--- src/design/hss_pkg.sv ---
// ---------------------------------------------------------------------------
// hss_pkg: shared types and constants for the heater safety supervisor
// Holds the command codes, register indexes and the structs that pass
// configuration and supervisor state between the modules.
// ---------------------------------------------------------------------------
package hss_pkg;

  // Command carried in the op field of an input transaction.
  typedef enum logic [1:0] {
    OP_SAMPLE    = 2'd0,
    OP_HEAT_ON   = 2'd1,
    OP_HEAT_OFF  = 2'd2,
    OP_FAULT_CLR = 2'd3
  } op_t;

  // Configuration register indexes.
  localparam int unsigned CFG_ADDR_W = 4;
  localparam int unsigned CFG_DATA_W = 16;

  localparam logic [CFG_ADDR_W-1:0] REG_AIR_SETPOINT   = 4'd0;
  localparam logic [CFG_ADDR_W-1:0] REG_BED_SETPOINT   = 4'd1;
  localparam logic [CFG_ADDR_W-1:0] REG_AIR_HYSTERESIS = 4'd2;
  localparam logic [CFG_ADDR_W-1:0] REG_BED_REACH_BAND = 4'd3;
  localparam logic [CFG_ADDR_W-1:0] REG_PROTECT_BAND   = 4'd4;
  localparam logic [CFG_ADDR_W-1:0] REG_AIR_MIN_TEMP   = 4'd5;
  localparam logic [CFG_ADDR_W-1:0] REG_BED_MIN_TEMP   = 4'd6;
  localparam logic [CFG_ADDR_W-1:0] REG_PROTECT_PERIOD = 4'd7;

  // Stream widths.
  localparam int unsigned IN_DATA_W  = 32;
  localparam int unsigned OUT_DATA_W = 16;

  // Current configuration as seen by the step logic.
  typedef struct packed {
    logic [11:0]        air_setpoint;
    logic [11:0]        bed_setpoint;
    logic [8:0]         air_hysteresis;
    logic [8:0]         bed_reach_band;
    logic [8:0]         protect_band;
    logic signed [12:0] air_min_temp;
    logic signed [12:0] bed_min_temp;
    logic [15:0]        protect_period;
  } cfg_t;

  // Supervisor state carried from one transaction to the next.
  typedef struct packed {
    logic        heater_running;
    logic        air_reached;
    logic        bed_reached;
    logic        air_fault;
    logic        bed_fault;
    logic        runaway;
    logic        fault_latched;
    logic [15:0] fan_cnt;
    logic [15:0] wd_cnt;
    logic        wd_armed;
  } state_t;

  // Result fields, first field in the highest bit.
  typedef struct packed {
    logic fault_active;
    logic runaway_fault;
    logic bed_sensor_fault;
    logic air_sensor_fault;
    logic bed_reached;
    logic air_reached;
    logic heater_on;
    logic fan_on;
    logic loop_enable;
  } result_t;

endpackage

--- src/design/heater_safety_supervisor.sv ---
// ---------------------------------------------------------------------------
// heater_safety_supervisor: safety supervisor for a two-sensor heater
// Input transactions carry a command or an air/bed sample; every input
// transaction produces exactly one status transaction on the output.
// ---------------------------------------------------------------------------
// Usage:
//   in_tdata  carries op, air_temp and bed_temp. op 0 is a sample tick,
//   1 turns the heater on, 2 turns it off, 3 clears the latched faults.
//   out_tdata carries nine status bits that show the state after the item.
//   cfg_* writes one of eight registers; the user must write only while the
//   block is idle, as the block does not enforce it; writes are always accepted.
// Pipeline and throughput:
//   An accepted item is held in the input register while the single-pass
//   step logic computes its update; the result is loaded into the output
//   register when the step fires, which needs the output register free, and
//   out_tvalid then rises. One item is accepted per cycle while the output is
//   not stalled; the rate is set by the state update feeding itself.
// Reset and stalls:
//   rst_n (synchronous, active low) restores the register defaults, turns
//   the heater flag on, clears all other flags and counters and empties both
//   stages. When out_tready is low the result is held, the input register
//   keeps its item, and in_tready drops once the input register is full.
// ---------------------------------------------------------------------------
module heater_safety_supervisor
  import hss_pkg::*;
#(
  parameter int unsigned FAN_DELAY_TICKS = 3000
) (
  input  logic                  clk,
  input  logic                  rst_n,
  // Input stream. tdata, low bit up: op[1:0], air_temp[14:2],
  // bed_temp[27:15], zero fill [31:28].
  input  logic                  in_tvalid,
  output logic                  in_tready,
  input  logic [IN_DATA_W-1:0]  in_tdata,
  // Result stream. tdata, low bit up: loop_enable, fan_on, heater_on,
  // air_reached, bed_reached, air_sensor_fault, bed_sensor_fault,
  // runaway_fault, fault_active, zero fill [15:9].
  output logic                  out_tvalid,
  input  logic                  out_tready,
  output logic [OUT_DATA_W-1:0] out_tdata,
  // Configuration write channel.
  input  logic                  cfg_valid,
  output logic                  cfg_ready,
  input  logic [CFG_ADDR_W-1:0] cfg_addr,
  input  logic [CFG_DATA_W-1:0] cfg_data
);

  cfg_t               cfg;
  logic               bed_sp_wr;
  logic               in_valid_r;
  logic [27:0]        in_data_r;
  logic               out_valid_r;
  result_t            out_data_r;
  result_t            res_nxt;
  state_t             state_r;
  state_t             state_nxt;
  state_t             step_state;
  logic               advance;
  op_t                item_op;
  logic signed [12:0] item_air;
  logic signed [12:0] item_bed;

  assign cfg_ready = 1'b1;

  hss_cfg_regs u_cfg (
    .clk       (clk),
    .rst_n     (rst_n),
    .wr_en     (cfg_valid),
    .wr_addr   (cfg_addr),
    .wr_data   (cfg_data),
    .cfg       (cfg),
    .bed_sp_wr (bed_sp_wr)
  );

  // Handshake: the step fires when an item is held and the output is free.
  assign advance   = in_valid_r && (!out_valid_r || out_tready);
  assign in_tready = !in_valid_r || advance;

  // Input register.
  always_ff @(posedge clk) begin
    if (!rst_n) begin
      in_valid_r <= 1'b0;
    end else if (in_tready) begin
      in_valid_r <= in_tvalid;
    end
  end

  always_ff @(posedge clk) begin
    if (in_tready && in_tvalid) begin
      in_data_r <= in_tdata[27:0];
    end
  end

  assign item_op  = op_t'(in_data_r[1:0]);
  assign item_air = $signed(in_data_r[14:2]);
  assign item_bed = $signed(in_data_r[27:15]);

  hss_step #(
    .FAN_DELAY_TICKS (FAN_DELAY_TICKS)
  ) u_step (
    .cur      (state_r),
    .cfg      (cfg),
    .op       (item_op),
    .air_temp (item_air),
    .bed_temp (item_bed),
    .nxt      (step_state)
  );

  // Next state: the step result, then a bed setpoint write drops tracking.
  always_comb begin
    state_nxt = advance ? step_state : state_r;
    if (bed_sp_wr) begin
      state_nxt.bed_reached = 1'b0;
      state_nxt.wd_armed    = 1'b0;
      state_nxt.wd_cnt      = 16'd0;
    end
  end

  always_ff @(posedge clk) begin
    if (!rst_n) begin
      state_r.heater_running <= 1'b1;
      state_r.air_reached    <= 1'b0;
      state_r.bed_reached    <= 1'b0;
      state_r.air_fault      <= 1'b0;
      state_r.bed_fault      <= 1'b0;
      state_r.runaway        <= 1'b0;
      state_r.fault_latched  <= 1'b0;
      state_r.fan_cnt        <= 16'd0;
      state_r.wd_cnt         <= 16'd0;
      state_r.wd_armed       <= 1'b0;
    end else begin
      state_r <= state_nxt;
    end
  end

  // Status fields of the updated state.
  always_comb begin
    res_nxt.loop_enable      = step_state.heater_running && !step_state.air_reached;
    res_nxt.fan_on           = step_state.fan_cnt != 16'd0;
    res_nxt.heater_on        = step_state.heater_running;
    res_nxt.air_reached      = step_state.air_reached;
    res_nxt.bed_reached      = step_state.bed_reached;
    res_nxt.air_sensor_fault = step_state.air_fault;
    res_nxt.bed_sensor_fault = step_state.bed_fault;
    res_nxt.runaway_fault    = step_state.runaway;
    res_nxt.fault_active     = step_state.fault_latched;
  end

  // Output register.
  always_ff @(posedge clk) begin
    if (!rst_n) begin
      out_valid_r <= 1'b0;
    end else if (advance) begin
      out_valid_r <= 1'b1;
    end else if (out_tready) begin
      out_valid_r <= 1'b0;
    end
  end

  always_ff @(posedge clk) begin
    if (advance) begin
      out_data_r <= res_nxt;
    end
  end

  assign out_tvalid = out_valid_r;
  assign out_tdata  = {{(OUT_DATA_W - $bits(result_t)){1'b0}}, out_data_r};

endmodule

--- src/design/hss_cfg_regs.sv ---
// ---------------------------------------------------------------------------
// hss_cfg_regs: configuration register file
// Decodes writes on the configuration channel into the eight registers and
// flags a bed setpoint write so the supervisor can drop its bed tracking.
// ---------------------------------------------------------------------------
module hss_cfg_regs
  import hss_pkg::*;
(
  input  logic                  clk,
  input  logic                  rst_n,
  input  logic                  wr_en,
  input  logic [CFG_ADDR_W-1:0] wr_addr,
  input  logic [CFG_DATA_W-1:0] wr_data,
  output cfg_t                  cfg,
  output logic                  bed_sp_wr
);

  cfg_t cfg_r;
  cfg_t cfg_nxt;
  logic bed_sp_hit;

  // Register decode; writes beyond the last register are dropped.
  always_comb begin
    cfg_nxt    = cfg_r;
    bed_sp_hit = 1'b0;
    if (wr_en) begin
      unique case (wr_addr)
        REG_AIR_SETPOINT:   cfg_nxt.air_setpoint   = wr_data[11:0];
        REG_BED_SETPOINT: begin
          cfg_nxt.bed_setpoint = wr_data[11:0];
          bed_sp_hit           = 1'b1;
        end
        REG_AIR_HYSTERESIS: cfg_nxt.air_hysteresis = wr_data[8:0];
        REG_BED_REACH_BAND: cfg_nxt.bed_reach_band = wr_data[8:0];
        REG_PROTECT_BAND:   cfg_nxt.protect_band   = wr_data[8:0];
        REG_AIR_MIN_TEMP:   cfg_nxt.air_min_temp   = $signed(wr_data[12:0]);
        REG_BED_MIN_TEMP:   cfg_nxt.bed_min_temp   = $signed(wr_data[12:0]);
        REG_PROTECT_PERIOD: cfg_nxt.protect_period = wr_data[15:0];
        default: ;
      endcase
    end
  end

  // Register storage with reset defaults.
  always_ff @(posedge clk) begin
    if (!rst_n) begin
      cfg_r.air_setpoint   <= 12'd400;
      cfg_r.bed_setpoint   <= 12'd1000;
      cfg_r.air_hysteresis <= 9'd20;
      cfg_r.bed_reach_band <= 9'd20;
      cfg_r.protect_band   <= 9'd100;
      cfg_r.air_min_temp   <= 13'sd0;
      cfg_r.bed_min_temp   <= 13'sd0;
      cfg_r.protect_period <= 16'd6000;
    end else begin
      cfg_r <= cfg_nxt;
    end
  end

  assign cfg       = cfg_r;
  assign bed_sp_wr = bed_sp_hit;

endmodule

--- src/design/hss_step.sv ---
// ---------------------------------------------------------------------------
// hss_step: supervisor update for one transaction
// Computes the next supervisor state from the current state, the
// configuration and one command or sample, in a single pass of logic.
// ---------------------------------------------------------------------------
module hss_step
  import hss_pkg::*;
#(
  parameter int unsigned FAN_DELAY_TICKS = 3000
) (
  input  state_t             cur,
  input  cfg_t               cfg,
  input  op_t                op,
  input  logic signed [12:0] air_temp,
  input  logic signed [12:0] bed_temp,
  output state_t             nxt
);

  localparam logic [15:0] FanLoad = 16'(FAN_DELAY_TICKS);

  logic signed [13:0] air_ext;
  logic signed [13:0] bed_ext;
  logic signed [13:0] air_sp_ext;
  logic signed [13:0] bed_sp_ext;
  logic signed [13:0] air_low_thr;
  logic signed [14:0] bed_diff;
  logic [13:0]        bed_diff_abs;
  logic               near_reach;
  logic               near_protect;
  logic [15:0]        wd_inc;

  // Operand extension and the bed distance, shared by several rules.
  always_comb begin
    air_ext      = {air_temp[12], air_temp};
    bed_ext      = {bed_temp[12], bed_temp};
    air_sp_ext   = $signed({2'b00, cfg.air_setpoint});
    bed_sp_ext   = $signed({2'b00, cfg.bed_setpoint});
    air_low_thr  = air_sp_ext - $signed({5'b00000, cfg.air_hysteresis});
    bed_diff     = {bed_sp_ext[13], bed_sp_ext} - {bed_ext[13], bed_ext};
    bed_diff_abs = bed_diff[14] ? 14'(-bed_diff) : bed_diff[13:0];
    near_reach   = bed_diff_abs < {5'b00000, cfg.bed_reach_band};
    near_protect = bed_diff_abs < {5'b00000, cfg.protect_band};
    wd_inc       = cur.wd_cnt + 16'd1;
  end

  // Rules applied in order; later rules see the effect of earlier ones.
  always_comb begin
    nxt = cur;
    case (op)
      OP_SAMPLE: begin
        // Heating-loss watchdog tick.
        if (cur.wd_armed) begin
          nxt.wd_cnt = wd_inc;
          if (wd_inc >= cfg.protect_period) begin
            nxt.runaway        = 1'b1;
            nxt.heater_running = 1'b0;
            nxt.wd_armed       = 1'b0;
            nxt.wd_cnt         = 16'd0;
          end
        end
        // Fan off-delay.
        if (nxt.heater_running || (bed_ext > bed_sp_ext)) begin
          nxt.fan_cnt = FanLoad;
        end else if (cur.fan_cnt != 16'd0) begin
          nxt.fan_cnt = cur.fan_cnt - 16'd1;
        end
        // Low-reading sensor faults.
        if (air_temp < cfg.air_min_temp) begin
          nxt.air_fault      = 1'b1;
          nxt.heater_running = 1'b0;
        end
        if (bed_temp < cfg.bed_min_temp) begin
          nxt.bed_fault      = 1'b1;
          nxt.heater_running = 1'b0;
        end
        // Air hysteresis.
        if (air_ext >= air_sp_ext) begin
          nxt.air_reached = 1'b1;
        end
        if (air_ext < air_low_thr) begin
          nxt.air_reached = 1'b0;
        end
        // Loop gate.
        if (nxt.heater_running && !nxt.air_reached) begin
          if (near_reach) begin
            nxt.bed_reached = 1'b1;
          end
        end else begin
          nxt.bed_reached = 1'b0;
          nxt.wd_armed    = 1'b0;
          nxt.wd_cnt      = 16'd0;
        end
        // Watchdog re-arm.
        if (nxt.bed_reached && near_protect) begin
          nxt.wd_armed = 1'b1;
          nxt.wd_cnt   = 16'd0;
        end
        // Fault latch.
        if (nxt.air_fault || nxt.bed_fault || nxt.runaway) begin
          nxt.fault_latched = 1'b1;
        end
      end
      OP_HEAT_ON:  nxt.heater_running = 1'b1;
      OP_HEAT_OFF: nxt.heater_running = 1'b0;
      default: begin
        nxt.air_fault     = 1'b0;
        nxt.bed_fault     = 1'b0;
        nxt.runaway       = 1'b0;
        nxt.fault_latched = 1'b0;
        nxt.bed_reached   = 1'b0;
      end
    endcase
  end

endmodule

--- config.mk ---
export PLATFORM = sky130hd
export DESIGN_NAME = heater_safety_supervisor
export DESIGN_NICKNAME = d
export VERILOG_FILES = /design/src/design/hss_pkg.sv /design/src/design/heater_safety_supervisor.sv /design/src/design/hss_cfg_regs.sv /design/src/design/hss_step.sv
export SDC_FILE = /design/constraint.sdc
export NUM_CORES = 1
export LEC_CHECK = 0
export BUFFER_PORTS_ARGS = -buffer_cell sky130_fd_sc_hd__buf_2
export CAP_MARGIN = 25
export CORE_MARGIN = 10
export CORE_UTILIZATION = 60
export CTS_CLUSTER_SIZE = 24
export DETAILED_ROUTE_END_ITERATION = 10
export PLACE_DENSITY = 0.77
export SETUP_SLACK_MARGIN = 0.5
export SYNTH_ARGS = -nofsm -noshare
export SYNTH_HDL_FRONTEND = slang
export SYNTH_HIERARCHICAL = 1
export SYNTH_SLANG_ARGS = --single-unit
--- constraint.sdc ---
create_clock -name clk -period 5.57 [get_ports clk]
set_input_delay 0.2785 -clock clk [delete_from_list [all_inputs] [get_ports clk]]
set_output_delay 0.2785 -clock clk [all_outputs]
set_load 0.01 [all_outputs]
==> impl_metrics.json, run 1 <==
{
  "topRoutingLayerUsed": "met4",
  "routed_via_density": 5.90,
  "diodes": 0,
  "grt_pass1_wl_um": 42600,
  "synth-edff-count": 37,
  "die_x_um": 155,
  "overflow": 0,
  "die_h_um": 155,
  "synth.largest_area_cell": "dfxtp_1",
  "rsz0062_at_grt": "yes",
  "rows": 49,
  "cts.reportedPaths.clkPinSlew_ns": 0.07,
  "cts_buffers": 17,
  "max_freq_mhz": 206,
  "r2r_cells": 22,
  "netlist_instances": 1240,
  "cpMaxStageDelayCell": "mux2_2",
  "antenna_found_initial": 0,
  "dpl-instance-area_sq_mm": 0.0112,
  "cts_sinks": 172,
  "whs_path_depth": 1,
  "wl_um": 26100,
  "hold_class": "in2reg",
  "ys_types": 77,
  "htree_levels": 4,
  "cp-end-kind": "flip-flop",
  "core_area_sq_mm": 0.0179,
  "power_density_mw_per_mm2": 249,
  "synth_top_area_frac": 0.248,
  "async_flop_share": 0,
  "drc": 0,
  "fin_nets": 1445,
  "layout_min_cycle_time_ns": 4.86,
  "root_buffer": "clkbuf_16",
  "rr_startpoint": "in_data_r[19]$_DFFE_PP_",
  "synth-warning-count": 6,
  "setup-tns-final_ns": 0,
  "grt_usage": 0.214,
  "finalHoldViolations": 0,
  "synth_common_cells": "168 x nand2_1, 135 x dfxtp_1, 120 x inv_1",
  "start_kind": "flip-flop",
  "critPathKind": "reg2reg",
  "path_cells": "inv_1, ha_1, and2_1, o211ai_1, nand2_1, a21oi_2, o31ai_2, mux2_2, ha_1, a21boi_0, o21a_1, o21a_1, o21a_1, o211ai_1, a21o_1, o211a_1, a31o_4, o21ai_4, buf_12, a221o_1, nand4_1, o21ai_1",
  "nFillCells": 1463,
  "status": "finished, final reports clean",
  "routed-wl-met3_um": 1340,
  "drt_first_pass_iters": 5,
  "slowest_delay_ns": 0.41,
  "whs_ns": 0.0166,
  "postLayoutCoreUtil": 0.665,
  "place_congestion": 0.884,
  "crit_start": "in_data_r[19]$_DFFE_PP_",
  "io_buffers": 63,
  "place_hpwl_um": 18400,
  "reg2reg_to": "state_r[3]$_SDFFE_PP0P_",
  "start_util": 0.608,
  "setup_viol": 0,
  "p_leak_uw": 0.00513,
  "clk_path_buf_depth": 2,
  "tritoncts": "done",
  "synth-main-ff-cell": "dfxtp_1",
  "cpMostUsedCell": "o21a_1",
  "final_area_sq_mm": 0.0119,
  "wire_per_inst_um": 17.2,
  "ant_nets": 0,
  "ios": 76,
  "synth_area_sq_mm": 0.0109,
  "m1WireLength_um": 12100,
  "report.final.slew_viol_count": 0,
  "layout-drive-gt1-share": 0.120,
  "crit_family": "compound AO/OA/AOI/OAI gates",
  "worstMarginPinSlew_ns": 1.09,
  "grt_max_degree": 85,
  "max_slew_margin": 0.271,
  "timing.final.crit_share": 0.872,
  "ys_top_cells_by_area": "dfxtp_1 25%, ha_1 12%, edfxtp_1 10%",
  "critPathArrivalTime_ns": 5.15,
  "dr_wl_met2_um": 12000,
  "clk_latency_ns": 0.43,
  "vias": 8972,
  "synth_seq_area_share": 0.350,
  "fin_skew_ns": 0.0115,
  "critPathRequiredTime_ns": 5.87,
  "die-area_sq_mm": 0.0239,
  "cp.depth": 22,
  "syn_to_final_growth_pct": 9.39,
  "ir_worst_vdd_v": 0.000235,
  "cp-endpoint": "state_r[3]$_SDFFE_PP0P_",
  "grt_pass1_vias": 8680,
  "maxCapViolCount": 0,
  "reg2reg_slack_ns": 0.71,
  "yosysMostFrequentCell": "nand2_1",
  "critical_path_buf_inv_count": 2,
  "ys_seq_elements": 172,
  "crit_path_max_fanout": 14,
  "dr.first_iter.drc_count": 625,
  "avgSynthCellArea_sq_um": 8.78
}
## final cells by class
| class | count | area [sq um] | area share |
|---|---|---|---|
| Tap cell | 229 | 287 | 0.0241 |
| Clock inverter | 15 | 139 | 0.0117 |
| Inverter | 121 | 454 | 0.0381 |
| Multi-Input combinational cell | 887 | 6320 | 0.531 |
| Clock buffer | 17 | 425 | 0.0357 |
| Timing Repair Buffer | 79 | 468 | 0.0393 |
| Sequential cell | 172 | 3820 | 0.320 |
## layer usage
| metal | track usage | vias to the layer above |
|---|---|---|
| li1 | - | 4424 |
| met1 | 0.282 | 4252 |
| met2 | 0.336 | 252 |
| met3 | 0.0452 | 44 |
| met4 | 0.0783 | 0 |
| met5 | 0 | - |
## worst min-delay path by stage
stage / endpoint / startpoint / slack, ns
after floorplan: in_data_r[0]$_DFFE_PP_ / in_tdata[0] / 0.38
after global placement: u_cfg/cfg[67]$_SDFFE_PN0P_ / u_cfg/cfg[67]$_SDFFE_PN0P_ / 0.44
after detailed placement: u_cfg/cfg[31]$_SDFFE_PN0P_ / u_cfg/cfg[31]$_SDFFE_PN0P_ / 0.45
after CTS: in_data_r[3]$_DFFE_PP_ / in_tdata[3] / 0.004
after global routing: in_data_r[4]$_DFFE_PP_ / in_tdata[4] / 0.003
final: in_data_r[1]$_DFFE_PP_ / in_tdata[1] / 0.02
## cell families (layout without fill, tap and decap cells)
logic type | Yosys count | in the layout | share of synthesized area
adders and majority gates | 110 | 110 | 0.128
buffers and inverters | 187 | 232 | 0.0770
AOI/OAI and AO/OA | 254 | 254 | 0.158
muxes | 76 | 76 | 0.0702
other | 2 | 8 | 0.000690
and+or+nand+nor | 393 | 393 | 0.179
xor gates and xnor gates | 46 | 46 | 0.0370
DFF | 172 | 172 | 0.350
## metrics by stage
step	total power, uW	worst slack, ns	instances
after floorplan	1700	0.971	1246
after global placement	1800	0.249	1483
after detailed placement	1810	0.170	1483
after CTS	2960	0.521	1516
after global routing	3100	0.470	1520
final	2970	0.714	1520
## registers in the layout (all words and copies together) (netlist names)
signal	cells
u_cfg/cfg	93
state_r	40
in_data_r	28
out_tdata	9
in_valid_r	1
out_tvalid	1
## timing repair
action                                  CTS  global route
pin swaps                                 2             2
endpoints found under the setup margin   14            18
hold buffers                              0             0
gates resized for setup                   5            19
setup buffers                             1             3
## placed cells by master, fill, tap and decap left out, drive strengths merged, types with 13 or more instances in the layout
cell and instances:
nand2 168, xor2 17, a21oi 39, xnor2 29, mux2i 73, o21ai 85
nand4 49, edfxtp 37, nor3 13, inv 126, nor2b 23, buf 79
nand2b 18, a21o 29, clkbuf 17, o21a 13, dfxtp 135, nand3 21
o211ai 26, ha 108, nor2 43
## report_power, final
| group | switching (uW) | internal (uW) |
|---|---|---|
| logic | 288 | 190 |
| clock network | 532 | 623 |
| registers | 25.3 | 1310 |
## worst register-to-register path, stage by stage, from the launching register on
cell and delay (ns):
edfxtp_1 0.36, inv_1 0.05, ha_1 0.36, and2_1 0.19, o211ai_1 0.21, nand2_1 0.19
a21oi_2 0.11, o31ai_2 0.36, mux2_2 0.41, ha_1 0.27, a21boi_0 0.13, o21a_1 0.17
o21a_1 0.16, o21a_1 0.18, o211ai_1 0.19, a21o_1 0.16, o211a_1 0.19, a31o_4 0.25
o21ai_4 0.09, buf_12 0.18, a221o_1 0.35, nand4_1 0.08, o21ai_1 0.07
No activity file was read; power rests on OpenSTA's default activity.
==> inputs of run 2 (changes only) <==
--- a/config.mk
+++ b/config.mk
@@ -5,6 +5,7 @@
 export SDC_FILE = /design/constraint.sdc
 export NUM_CORES = 1
 export LEC_CHECK = 0
+export ABC_AREA = 1
 export BUFFER_PORTS_ARGS = -buffer_cell sky130_fd_sc_hd__buf_2
 export CAP_MARGIN = 25
 export CORE_MARGIN = 10
==> run 2 against run 1 <==
  * Global-route usage rose by 0.55 points
  * Cell count rose by 34%
  * Die area rose by 6.8%
  * Combinational power up 33%
  * Power grew 6.9%
  * Clock skew shrank 0.0038 ns
  * Via count is 17% higher
  * Largest cell class unchanged
==> impl_metrics.json, run 2 <==
{
  "crit_path_max_fanout": 17,
  "synth_common_cells": "414 x nand2_1, 290 x inv_1, 284 x nor2_1",
  "cpMostUsedCell": "nand2_1",
  "avgSynthCellArea_sq_um": 6.81,
  "synth_compound_area_frac": 0.0590,
  "critPathRequiredTime_ns": 5.94,
  "cpMaxStageDelayCell": "xnor2_1",
  "syn_to_final_growth_pct": 8.11,
  "power_density_mw_per_mm2": 250,
  "dpl-instance-area_sq_mm": 0.0121,
  "synth_top_area_frac": 0.230,
  "synth_seq_area_share": 0.325,
  "vias": 10500,
  "root_buffer": "clkbuf_16",
  "cp-end-kind": "flip-flop",
  "io_buffers": 63,
  "synth_xor_area_frac": 0.0321,
  "synth_area_sq_mm": 0.0117,
  "slowest_delay_ns": 0.42,
  "critPathKind": "reg2reg",
  "final_area_sq_mm": 0.0127,
  "layout-drive-gt1-share": 0.0931,
  "tritoncts": "done",
  "max_freq_mhz": 217,
  "synth-warning-count": 6,
  "ant_nets": 0,
  "clk_path_buf_depth": 2,
  "grt_usage": 0.219,
  "hold_class": "in2reg",
  "ys_types": 43,
  "layout_common_cells": "414 x nand2_1, 290 x inv_1, 283 x nor2_1, 135 x dfxtp_1, 127 x nand3_1",
  "report.final.slew_viol_count": 0,
  "synth-main-ff-cell": "dfxtp_1",
  "max_slew_margin": 0.364,
  "routed_via_density": 5.13,
  "synth_top_family_by_area": "simple AND/OR/NAND/NOR gates",
  "nFillCells": 1734,
  "ys_top_cells_by_area": "dfxtp_1 23%, nand2_1 13%, ha_1 12%",
  "reg2reg_to": "state_r[7]$_SDFFE_PP0P_",
  "wire_per_inst_um": 13.9,
  "die-area_sq_mm": 0.0256,
  "start_util": 0.607,
  "maxCapViolCount": 0,
  "postCtsSetupBuffers": 0,
  "fin_skew_ns": 0.00775,
  "holdPathEnd": "in_data_r[7]$_DFFE_PP_",
  "r2r_cells": 29,
  "ys_seq_elements": 172,
  "overflow": 0,
  "place_congestion": 0.893,
  "clk_latency_ns": 0.43,
  "grt_pass1_vias": 9976,
  "timing.final.crit_share": 0.827,
  "antenna_found_initial": 0,
  "critPathArrivalTime_ns": 4.98,
  "worstMarginPinSlew_ns": 0.954,
  "largest_reg_flops": 93,
  "cts.reportedPaths.clkPinSlew_ns": 0.07,
  "final_common_cell": "nand2_1",
  "rr_startpoint": "u_cfg/cfg[81]$_SDFFE_PN0P_",
  "rows": 51,
  "synthAdderAreaFrac": 0.119,
  "ios": 76,
  "synthMuxAreaShare": 0,
  "wl_um": 28300,
  "cts_sinks": 172,
  "finalHoldViolations": 0,
  "drc": 0,
  "synth-edff-count": 37,
  "ir_worst_vdd_v": 0.000196,
  "netlist_instances": 1722,
  "core_area_sq_mm": 0.0193,
  "async_flop_share": 0,
  "start_kind": "flip-flop",
  "setup-tns-final_ns": 0,
  "diodes": 0,
  "whs_ns": 0.0158,
  "drt_first_pass_iters": 6,
  "reg2reg_slack_ns": 0.96,
  "die_x_um": 160,
  "synth-simple-area-share": 0.340,
  "yosysMostFrequentCell": "nand2_1",
  "setup_viol": 0,
  "cts_buffers": 17,
  "grt_pass1_wl_um": 47000,
  "rsz0062_at_grt": "no",
  "place_hpwl_um": 20200,
  "grt_max_degree": 93,
  "layout_min_cycle_time_ns": 4.61,
  "htree_levels": 4,
  "min_from": "in_tdata[7]",
  "p_leak_uw": 0.00634,
  "dr.first_iter.drc_count": 817,
  "die_h_um": 160,
  "power_uw": 3170,
  "whs_path_depth": 1,
  "fin_nets": 1927,
  "status": "finished, final reports clean",
  "synth.largest_area_cell": "dfxtp_1"
}
run 2: what timing repair did:
| item | CTS | global route |
|---|---|---|
| resized for setup | 0 | 3 |
| hold endpoints to repair | 1 | 0 |
| endpoints found under the setup margin | 0 | 12 |
| hold buffers | 1 | 0 |
run 2: logic make-up (layout without fill, tap and decap cells):
group,count (synthesis),after routing
adder cells (fa/ha/maj),110,110
buffers and inverters,353,398
other,2,8
flip-flops,172,172
AO/OA/AOI/OAI,122,122
AND/OR/NAND/NOR,920,920
XOR/XNOR,43,43
run 2: layout make-up:
cell class	instances	area [sq um]	area share
Inverter	297	1110	0.0879
Tap cell	265	332	0.0261
Clock buffer	21	492	0.0388
Clock inverter	11	77.6	0.00612
Multi-Input combinational cell	1203	6490	0.512
Sequential cell	172	3810	0.301
Timing Repair Buffer	69	365	0.0288
run 2: stage by stage:
stage	cells	setup slack (ns)	utilization
after CTS	2038	0.895	0.655
after detailed placement	2005	0.926	0.626
after floorplan	1728	1.76	-
after global placement	2005	1.05	0.626
final	2038	0.964	0.656
after global routing	2038	0.564	0.656
run 2: worst max-delay path by stage:
stage / to / cells after the start / startpoint / slack (ns)
finish: state_r[7]$_SDFFE_PP0P_ / 29 / u_cfg/cfg[81]$_SDFFE_PN0P_ / 0.96
global placement: out_tdata[1]$_DFFE_PP_ / 25 / state_r[1]$_SDFFE_PP0P_ / 1.05
global route: out_tdata[1]$_DFFE_PP_ / 27 / state_r[1]$_SDFFE_PP0P_ / 0.56
floorplan: state_r[7]$_SDFFE_PP0P_ / 27 / state_r[1]$_SDFFE_PP0P_ / 1.76
CTS: state_r[26]$_SDFFE_PN0P_ / 26 / state_r[1]$_SDFFE_PP0P_ / 0.90
detailed placement: state_r[26]$_SDFFE_PN0P_ / 26 / state_r[1]$_SDFFE_PP0P_ / 0.93
run 2: power breakdown:
part           total, uW  internal, uW  switching, uW
combinational        637           230            406
clock               1160           638            523
sequential          1370          1330           46.2
total               3170          2200            975
run 2: routing by layer:
layer | part of all wire | up-vias | global-route usage
li1 | - | 5433 | -
met1 | 0.47 | 4701 | 0.283
met2 | 0.46 | 292 | 0.369
met3 | 0.058 | 39 | 0.0355
met4 | 0.017 | 0 | 0.0655
met5 | 0 | - | 0
run 2: critical path: cells and delay by family, from the launching register on:
family	cells	cell delay (ns)
compound gates	7	1.12
xor+xnor	2	0.58
fa+ha+maj	3	0.65
buf+inv	3	0.19
flops	1	0.38
simple gates	14	1.59
==> inputs of run 3 (changes only) <==
==> constraint.sdc (replaced) <==
create_clock -name clk -period 4.6 [get_ports clk]
set_input_delay 0.23 -clock clk [delete_from_list [all_inputs] [get_ports clk]]
set_output_delay 0.23 -clock clk [all_outputs]
set_load 0.01 [all_outputs]
==> run 3 against run 2 <==
  * Global-route usage grew 0.27 points
  * Final area grew 9.6%
  * Via count grew 6.0%
  * Worst setup slack lost 0.51 ns
  * Sequential cell count is the same
==> impl_metrics.json, run 3 (synthesis gave the netlist of run 2 again) <==
{
  "htree_levels": 4,
  "io_buffers": 63,
  "cts.reportedPaths.clkPinSlew_ns": 0.07,
  "start_kind": "flip-flop",
  "slowest_delay_ns": 0.41,
  "syn_to_final_growth_pct": 18.5,
  "hold_class": "in2reg",
  "start_util": 0.607,
  "fin_nets": 2001,
  "fin_skew_ns": 0.00887,
  "report.final.slew_viol_count": 0,
  "critPathKind": "reg2reg",
  "cts_sinks": 172,
  "largest_reg_flops": 93,
  "setup_viol": 0,
  "tritoncts": "done",
  "wire_per_inst_um": 14.6,
  "max_freq_mhz": 241,
  "grt_max_degree": 76,
  "critPathArrivalTime_ns": 4.47,
  "routed_via_density": 5.25,
  "p_leak_uw": 0.00677,
  "die_x_um": 160,
  "dr.first_iter.drc_count": 791,
  "diodes": 0,
  "cpMaxStageDelayCell": "fa_2",
  "clk_latency_ns": 0.43,
  "place_hpwl_um": 20500,
  "whs_ns": 0.0387,
  "place_congestion": 0.884,
  "rows": 51,
  "core_area_sq_mm": 0.0193,
  "ios": 76,
  "grt_usage": 0.222,
  "vias": 11100,
  "final_common_cell": "nand2_1",
  "die_h_um": 160,
  "drt_first_pass_iters": 5,
  "status": "finished, final reports clean",
  "cts_buffers": 17,
  "grt_pass1_wl_um": 48000,
  "die-area_sq_mm": 0.0256,
  "critPathRequiredTime_ns": 4.92,
  "grt_pass1_vias": 10300,
  "clk_path_buf_depth": 2,
  "layout_common_cells": "403 x nand2_1, 278 x inv_1, 270 x nor2_1, 126 x dfxtp_1, 111 x nand3_1",
  "power_density_mw_per_mm2": 289,
  "root_buffer": "clkbuf_16",
  "cpMostUsedCell": "nand2_1",
  "power_uw": 4020,
  "worstMarginPinSlew_ns": 0.942,
  "timing.final.crit_share": 0.901,
  "overflow": 0,
  "ir_worst_vdd_v": 0.000273,
  "final_area_sq_mm": 0.0139,
  "ff_latch_area_sq_mm": 0.00384,
  "finalHoldViolations": 0,
  "dpl-instance-area_sq_mm": 0.0122,
  "ant_nets": 0,
  "wl_um": 30900,
  "rsz0062_at_grt": "yes",
  "multi_input_area_sq_mm": 0.00704,
  "nFillCells": 1507,
  "cp-end-kind": "flip-flop",
  "setup-tns-final_ns": 0,
  "max_slew_margin": 0.371,
  "maxCapViolCount": 0,
  "crit_family": "simple AND/OR/NAND/NOR gates",
  "layout_min_cycle_time_ns": 4.14,
  "critical_path_buf_inv_count": 5,
  "antenna_found_initial": 0,
  "crit_path_max_fanout": 8,
  "layout-drive-gt1-share": 0.171,
  "drc": 0
}
==> run 3: cell types whose count changed in the layout (fill, tap and decap cells not counted), moves of 12 or more <==
cell / before / now
nand3_2: 12 / 25
nor2_1: 283 / 270
buf_4: 6 / 45
a21oi_2: 0 / 13
a21oi_1: 67 / 51
dlygate4sd3_1: 1 / 28
ha_1: 108 / 94
inv_1: 290 / 278
nand3_1: 127 / 111
==> run 3: power by group <==
part	total [uW]	switching, uW	internal (uW)	leakage [uW]
sequential	1660	58.2	1610	0.00146
clock	1430	639	794	0.000286
combinational	926	566	360	0.00502
==> run 3: per-stage QoR <==
step / setup slack, ns / cells / util
after floorplan: 0.793 / 1728 / -
after global placement: 0.317 / 2013 / 0.629
after detailed placement: 0.174 / 2013 / 0.629
after CTS: 0.510 / 2075 / 0.677
after global routing: 0.250 / 2112 / 0.719
final: 0.457 / 2112 / 0.719
==> run 3: routing by layer <==
metal | global-route usage | wire length (um)
met5 | 0 | 0
met4 | 0.0718 | 672
met3 | 0.0352 | 1750
met2 | 0.376 | 14900
met1 | 0.283 | 13500
==> run 3: worst reg2reg max path: cells and delay by family, from the launching register on <==
kind | cells | cell delay (ns)
DFF | 1 | 0.33
AOI/OAI and AO/OA | 7 | 0.84
adders and majority gates | 3 | 0.87
xor gates and xnor gates | 2 | 0.32
and+or+nand+nor | 14 | 1.24
buffers and inverters | 5 | 0.45
==> run 3: what timing repair did <==
action	in CTS	in global routing
pin swaps	4	80
endpoints found under the hold margin	28	0
cloned	0	2
setup endpoints to repair	35	41
buffers inserted	2	35
resized for setup	15	133
hold buffers	28	0
==> run 3: worst paths after layout <==
kind,startpoint,to,slack [ns],depth (start not counted)
setup / recovery,u_cfg/cfg[81]$_SDFFE_PN0P_,state_r[3]$_SDFFE_PP0P_,0.46,31
hold / removal,cfg_data[11],u_cfg/cfg[92]$_SDFFE_PN0P_,0.04,3
setup reg to reg,u_cfg/cfg[81]$_SDFFE_PN0P_,state_r[3]$_SDFFE_PP0P_,0.46,31
hold reg to reg,u_cfg/cfg[47]$_SDFFE_PN1P_,u_cfg/cfg[47]$_SDFFE_PN1P_,0.46,2
==> run 3: layout make-up <==
type                    count  share of cell area
clock inverters            12             0.00783
multi-input cells        1205               0.506
well taps                 265              0.0238
inverters                 297              0.0810
clock buffers              20              0.0336
repair buffers            141              0.0716
flip-flops and latches    172               0.276
